<file path="src/bpa_pkg.sv">
// ----------------------------------------------------------------------------
// bpa_pkg
// Types and constants shared by the bitmap page allocator modules.
// ----------------------------------------------------------------------------
package bpa_pkg;

  localparam int LIMIT_W     = 13;
  localparam int LIMIT_MAX   = (1 << LIMIT_W) - 1;
  localparam int LIMIT_RESET = 4096;
  localparam int PAGE_W      = 12;
  localparam int SEG_W       = 2;
  localparam int STATUS_W    = 2;

  localparam logic KIND_ALLOC = 1'b0;
  localparam logic KIND_FREE  = 1'b1;

  localparam logic [STATUS_W-1:0] ST_OK      = 2'd0;
  localparam logic [STATUS_W-1:0] ST_NO_FREE = 2'd1;
  localparam logic [STATUS_W-1:0] ST_RANGE   = 2'd2;

  typedef struct packed {
    logic              kind;
    logic [SEG_W-1:0]  segment;
    logic [PAGE_W-1:0] page_number;
  } req_t;

  typedef struct packed {
    logic [PAGE_W-1:0]   page_number_res;
    logic [STATUS_W-1:0] status;
  } res_t;

  typedef struct packed {
    logic clear_wr;
    logic start;
    logic advance;
    logic commit;
  } ctl_cmd_t;

  typedef struct packed {
    logic clear_last;
    logic resolve;
  } ctl_sts_t;

endpackage

</file>
<file path="src/bpa_ctrl.sv">
// ----------------------------------------------------------------------------
// bpa_ctrl
// Sequencer: clearing pass after reset, request transfer, word scan and
// result register handshake.
// ----------------------------------------------------------------------------
module bpa_ctrl
  import bpa_pkg::*;
(
  input  logic     clk,
  input  logic     rst,
  input  logic     req_valid,
  output logic     req_stall,
  output logic     res_valid,
  input  logic     res_stall,
  input  ctl_sts_t sts,
  output ctl_cmd_t cmd
);

  localparam logic [1:0] S_CLEAR = 2'd0;
  localparam logic [1:0] S_IDLE  = 2'd1;
  localparam logic [1:0] S_SCAN  = 2'd2;

  logic [1:0] state;
  logic [1:0] state_next;
  logic       res_valid_next;
  logic       out_free;

  assign out_free  = !res_valid || !res_stall;
  assign req_stall = (state != S_IDLE);

  always_comb begin
    cmd            = '0;
    state_next     = state;
    case (state)
      S_CLEAR: begin
        cmd.clear_wr = 1'b1;
        if (sts.clear_last) begin
          state_next = S_IDLE;
        end
      end
      S_IDLE: begin
        if (req_valid) begin
          cmd.start  = 1'b1;
          state_next = S_SCAN;
        end
      end
      S_SCAN: begin
        if (!sts.resolve) begin
          cmd.advance = 1'b1;
        end else if (out_free) begin
          cmd.commit = 1'b1;
          state_next = S_IDLE;
        end
      end
      default: begin
        state_next = S_CLEAR;
      end
    endcase
    res_valid_next = cmd.commit || (res_valid && res_stall);
  end

  always_ff @(posedge clk) begin
    if (rst) begin
      state     <= S_CLEAR;
      res_valid <= 1'b0;
    end else begin
      state     <= state_next;
      res_valid <= res_valid_next;
    end
  end

endmodule

</file>
<file path="config.mk">
export PLATFORM = sky130hd
export DESIGN_NAME = bpa_ctrl
export DESIGN_NICKNAME = d
export VERILOG_FILES = /design/src/bpa_pkg.sv /design/src/bpa_ctrl.sv
export SDC_FILE = /design/constraint.sdc
export NUM_CORES = 1
export LEC_CHECK = 0
export ABC_AREA = 1
export BUFFER_PORTS_ARGS = -buffer_cell sky130_fd_sc_hd__clkbuf_2
export CELL_PAD_IN_SITES_DETAIL_PLACEMENT = 0
export CELL_PAD_IN_SITES_GLOBAL_PLACEMENT = 2
export CORE_AREA = 4 4 41 43
export CTS_CLUSTER_SIZE = 16
export DETAILED_ROUTE_END_ITERATION = 8
export DIE_AREA = 0 0 45 47
export PLACE_DENSITY_LB_ADDON = 0.2
export SKIP_CTS_REPAIR_TIMING = 1
export SLEW_MARGIN = 20
export SYNTH_ARGS = -nofsm -noshare
export SYNTH_HDL_FRONTEND = slang
export SYNTH_SLANG_ARGS = --single-unit
</file>
<file path="constraint.sdc">
create_clock -name clk -period 1.1 [get_ports clk]
set_input_delay 0.055 -clock clk [delete_from_list [all_inputs] [get_ports clk]]
set_output_delay 0.055 -clock clk [all_outputs]
set_load 0.02 [all_outputs]
</file>
==> results.ini, run 1 <==
[status]
status = finished, final reports clean

[critical_path]
cpPeakStageDelay_ns = 0.32
start_kind = flip-flop
cp_data_arrival_time_ns = 1.00
crit_fanout = 4
worstPathRequired_ns = 1.04
cp_cell_sequence = inv_2, nor2_4, inv_2, nor2_1, buf_4
crit_slowest_cell = dfxtp_2
critical_path.most_common_cell = inv_2
path_class = reg -> out
worstSetupEndpointType = primary output

[routing]
wl_met2_um = 236
wirelength_met1_um = 201
antenna_left = 0
wl_per_cell_um = 7.98
first_pass_iters = 1
vias_per_cell = 3.66
drtIter0Drc = 0
met3_length_um = 33
highest_layer = met3
num_vias = 216
finalWirelength_um = 471
drc_errors = 0

[logic_synthesis]
synth.net_count = 33
syn_inst = 27
synth_seq_cells = 3
syn_area_per_cell_um2 = 6.90
ys_seq_area_share_pct = 32.2
yosysTopAreaCell = dfxtp_1
synthAdderAreaFrac_pct = 0
synth_compound_area_share_pct = 12.1
synth.distinct_cells = 12
yosys.area_share.simple_pct = 43.6
synth_top_family_by_area = simple AND/OR/NAND/NOR gates
ys_top_cells_by_area = dfxtp_1, nand2_1, nor2_2
syn-cell-area_um2 = 186
synth_mux_area_share_pct = 0
synthXorXnorAreaFrac_pct = 0
yosysWarnings = 0
synth_top_cell_area_share_pct = 32.2

[clock_tree]
path_clk_slew_ns = 0.04
numCtsBuffers = 3
cts_max_path_buffers = 2
clock_latency_ns = 0.23
clock-sinks = 3
cts_tree = yes
root_buffer = clkbuf_4
h-tree-depth = 1

[grt]
antenna_found_initial = 0
grt_pass1_vias = 185
overflow = 0
grt_pass1_wl_um = 731
grt.total_usage_pct = 5.45
grt_max_degree = 8

[die]
die_y_um = 47
rows = 13
coreArea_um2 = 1300
dieWidth_um = 45
top_level_ports = 12
start_util_pct = 14.3
dieArea_um2 = 2120

[layout]
utilization_pct = 24.8
mostFrequentLayoutCell = clkbuf_2
multiInputGateArea_um2 = 111
layout_common_cells = clkbuf_2, nand2_1, inv_1
fin_nets = 51
n_antenna_cell = 0
fillers = 163
syn2layout_area_growth_pct = 73.2
regArea_um2 = 65.1
finalInstanceArea_um2 = 323
fin_cells = 59
drive_gt1_share_pct = 63.6

[sta]
min_period_over_period_pct = 96.0
relSlewSlack_pct = 92.0
rsz0062_at_grt = yes
fmax_mhz = 947
tightest_slew_ns = 0.120
clock_skew_ns = 0.00543
drv_slew = 0
hold_viol = 0
hold_slack_ns = 0.0164
timing.final.crit_period_ns = 1.06
setup_violations = 0

[place]
port_buffers = 11
dp_cells = 53
routabilityCongestion = 0.719
place_hpwl_um = 388
place_area_um2 = 260

[pwr]
ir_drop_uv = 491
p_leak_nw = 0.163
power.density_nw_per_um2 = 1470

[run]
cap_violations = 0

[hold_path]
hold_path.class = in -> reg

[state kept, by name, indices dropped and copies added (netlist names)]
signal     cells
state          2
res_valid      1
[critical path: cells and delay by family, from the launching register on]
| family | cells | cell delay, ns |
|---|---|---|
| buffers and inverters | 3 | 0.26 |
| flip-flops | 1 | 0.32 |
| AND/OR/NAND/NOR | 2 | 0.19 |
[through the flow]
| stage | setup slack (ns) | setup TNS, ns | total power, W |
|---|---|---|---|
| after floorplan | 0.117 | 0 | 0.000222 |
| after global placement | 0.177 | 0 | 0.000266 |
| after detailed placement | 0.180 | 0 | 0.000265 |
| after CTS | -0.0712 | -0.152 | 0.000466 |
| after global routing | -0.0213 | -0.0324 | 0.000513 |
| final | 0.0440 | 0 | 0.000474 |
[synth_stat cells]
library cell / count
nor2_4: 1
inv_1: 4
nand3_1: 3
nand2_2: 1
a21oi_2: 2
a21oi_1: 1
dfxtp_1: 3
nand2_1: 5
nor2_2: 3
nor2_1: 1
nand3b_1: 1
inv_2: 2
[kinds of logic (layout without fill, tap and decap cells)]
group | Yosys count | in the layout
compound gates | 3 | 3
buf+inv | 6 | 23
flops | 3 | 3
simple gates | 15 | 15
[path summary, 6_finish.rpt]
check	start	endpoint	slack, ns	depth (start not counted)
min	rst	state[1]	0.02	2
max reg2reg	state[1]	state[0]	0.17	6
min reg2reg	res_valid	res_valid	0.52	2
max	state[1]	cmd[1]	0.04	5
[routing by layer]
metal | track usage (%) | vias to the layer above
li1 | - | 120
met1 | 5.23 | 91
met2 | 7.06 | 5
met3 | 5.75 | 0
met4 | 3.51 | 0
met5 | 0 | -
[report_power, final]
group	leakage (nW)	internal (W)	switching, W
registers	0.0256	0.000124	0.0000187
logic	0.122	0.0000564	0.0000827
clock network	0.0150	0.000136	0.0000569
[layout make-up]
| class | instances | area share [%] |
|---|---|---|
| Sequential cell | 3 | 20.2 |
| Inverter | 6 | 6.98 |
| Timing Repair Buffer | 13 | 24.4 |
| Multi-Input combinational cell | 18 | 34.5 |
| Clock buffer | 4 | 8.14 |
| Tap cell | 15 | 5.81 |
Power figures use the tool's default switching activity.
==> inputs of run 2 (changes only) <==
--- a/config.mk
+++ b/config.mk
@@ -13,9 +13,12 @@
 export CTS_CLUSTER_SIZE = 16
 export DETAILED_ROUTE_END_ITERATION = 8
 export DIE_AREA = 0 0 45 47
+export GPL_TIMING_DRIVEN = 0
+export HOLD_SLACK_MARGIN = 0.05
 export PLACE_DENSITY_LB_ADDON = 0.2
 export SKIP_CTS_REPAIR_TIMING = 1
 export SLEW_MARGIN = 20
 export SYNTH_ARGS = -nofsm -noshare
 export SYNTH_HDL_FRONTEND = slang
 export SYNTH_SLANG_ARGS = --single-unit
+export TNS_END_PERCENT = 5
==> results.ini, run 2 (same netlist as run 1, synthesis figures left out) <==
[clock_tree]
clock_latency_ns = 0.23
numCtsBuffers = 3
cts_tree = yes
h-tree-depth = 1
root_buffer = clkbuf_4
path_clk_slew_ns = 0.04
cts_max_path_buffers = 2
clock-sinks = 3

[sta]
timing.final.crit_period_ns = 1.06
clock_skew_ns = 0.00197
setup_violations = 0
rsz0062_at_grt = yes
hold_viol = 0
relSlewSlack_pct = 89.7
drv_slew = 0
min_period_over_period_pct = 96.2
setup_ws_ns = 0.0419
tns_ns = 0
fmax_mhz = 945
tightest_slew_ns = 0.153

[place]
routabilityCongestion = 0.709
port_buffers = 11
place_area_um2 = 260
dp_cells = 53
pre_cts_ws_ns = 0.169

[pwr]
power.density_nw_per_um2 = 1420
switching_share_pct = 33.1
p_leak_nw = 0.168
p_total_w = 0.000476
clockPowerShare_pct = 39.9
seq_power_share_pct = 29.9
internal_power_w = 0.000319
power.switching_w = 0.000158
comb_power_share_pct = 30.1
ir_drop_uv = 556

[die]
rows = 13
top_level_ports = 12
dieWidth_um = 45
start_util_pct = 14.3
dieArea_um2 = 2120
coreArea_um2 = 1300
die_y_um = 47

[grt]
grt.total_usage_pct = 5.36
antenna_found_initial = 0
grt_max_degree = 8
grt_pass1_vias = 197
grt_pass1_wl_um = 772
overflow = 0

[layout]
fin_cells = 60
top_register = state
drive_gt1_share_pct = 62.2
reg.largest.list = state (2), res_valid (1)
fin_nets = 52
syn2layout_area_growth_pct = 80.5
largest_reg_flops = 2
n_antenna_cell = 0
finalInstanceArea_um2 = 337
mostFrequentLayoutCell = clkbuf_2
layout_common_cells = clkbuf_2, nand2_1, inv_1

[routing]
drtIter0Drc = 0
drc_errors = 0
antenna_left = 0
first_pass_iters = 1
num_vias = 218
wl_per_cell_um = 8.03
vias_per_cell = 3.63
finalWirelength_um = 482

[critical_path]
worstSetupEndpointType = primary output
crit_fanout = 4
crit_path_start = state[1]
start_kind = flip-flop
cp_data_arrival_time_ns = 1.00
worstPathRequired_ns = 1.04
path_class = reg -> out
r2r_slack_ns = 0.18
r2r-start = state[1]

[status]
status = finished, final reports clean

[hold_path]
min-delay-start = res_stall
hold_path.class = in -> reg

[run]
cap_violations = 0

-- run 2: changes by cell type in the layout (fill, tap and decap cells not counted), sizes merged --
cell / change
dlygate4sd3: +1
-- run 2: worst max-delay path, stage by stage, from the launching register on --
cell     delay (ns)
dfxtp_2        0.32
inv_2          0.06
nor2_4         0.11
inv_2          0.06
nor2_4         0.10
buf_6          0.12
-- run 2: area by class of cell --
cell class	count	area, µm²
fill	165	965
multi-input combinational	18	111
timing repair buffer	14	92.6
sequential	3	65.1
clock buffer	4	26.3
inverter	6	22.5
tap	15	18.8
-- run 2: power by group through the flow --
stage / registers [W] / logic, W / clock network (W)
after floorplan: 0.000137 / 0.0000856 / 0
after global placement: 0.000138 / 0.000127 / 0
after detailed placement: 0.000139 / 0.000128 / 0
after CTS: 0.000137 / 0.000128 / 0.000202
after global routing: 0.000146 / 0.000158 / 0.000222
final: 0.000143 / 0.000143 / 0.000190
-- run 2: layer usage --
layer / vias up / routed length [µm] / global-route usage (%)
met4: 0 / 0 / 5.26
li1: 121 / - / -
met2: 5 / 253 / 7.91
met3: 0 / 35 / 2.30
met1: 92 / 193 / 5.64
met5: - / 0 / 0
-- run 2: final timing paths --
| path | end | depth (start not counted) |
|---|---|---|
| setup / recovery | cmd[0] | 5 |
| hold / removal | res_valid | 3 |
| setup reg to reg | state[0] | 6 |
| hold reg to reg | res_valid | 2 |
-- run 2: stage by stage --
stage | util (%) | hold WS [ns]
after floorplan | - | 0.122
after global placement | 20.0 | 0.264
after detailed placement | 20.0 | 0.261
after CTS | 22.0 | 0.0144
after global routing | 25.9 | 0.0838
final | 25.9 | 0.0788
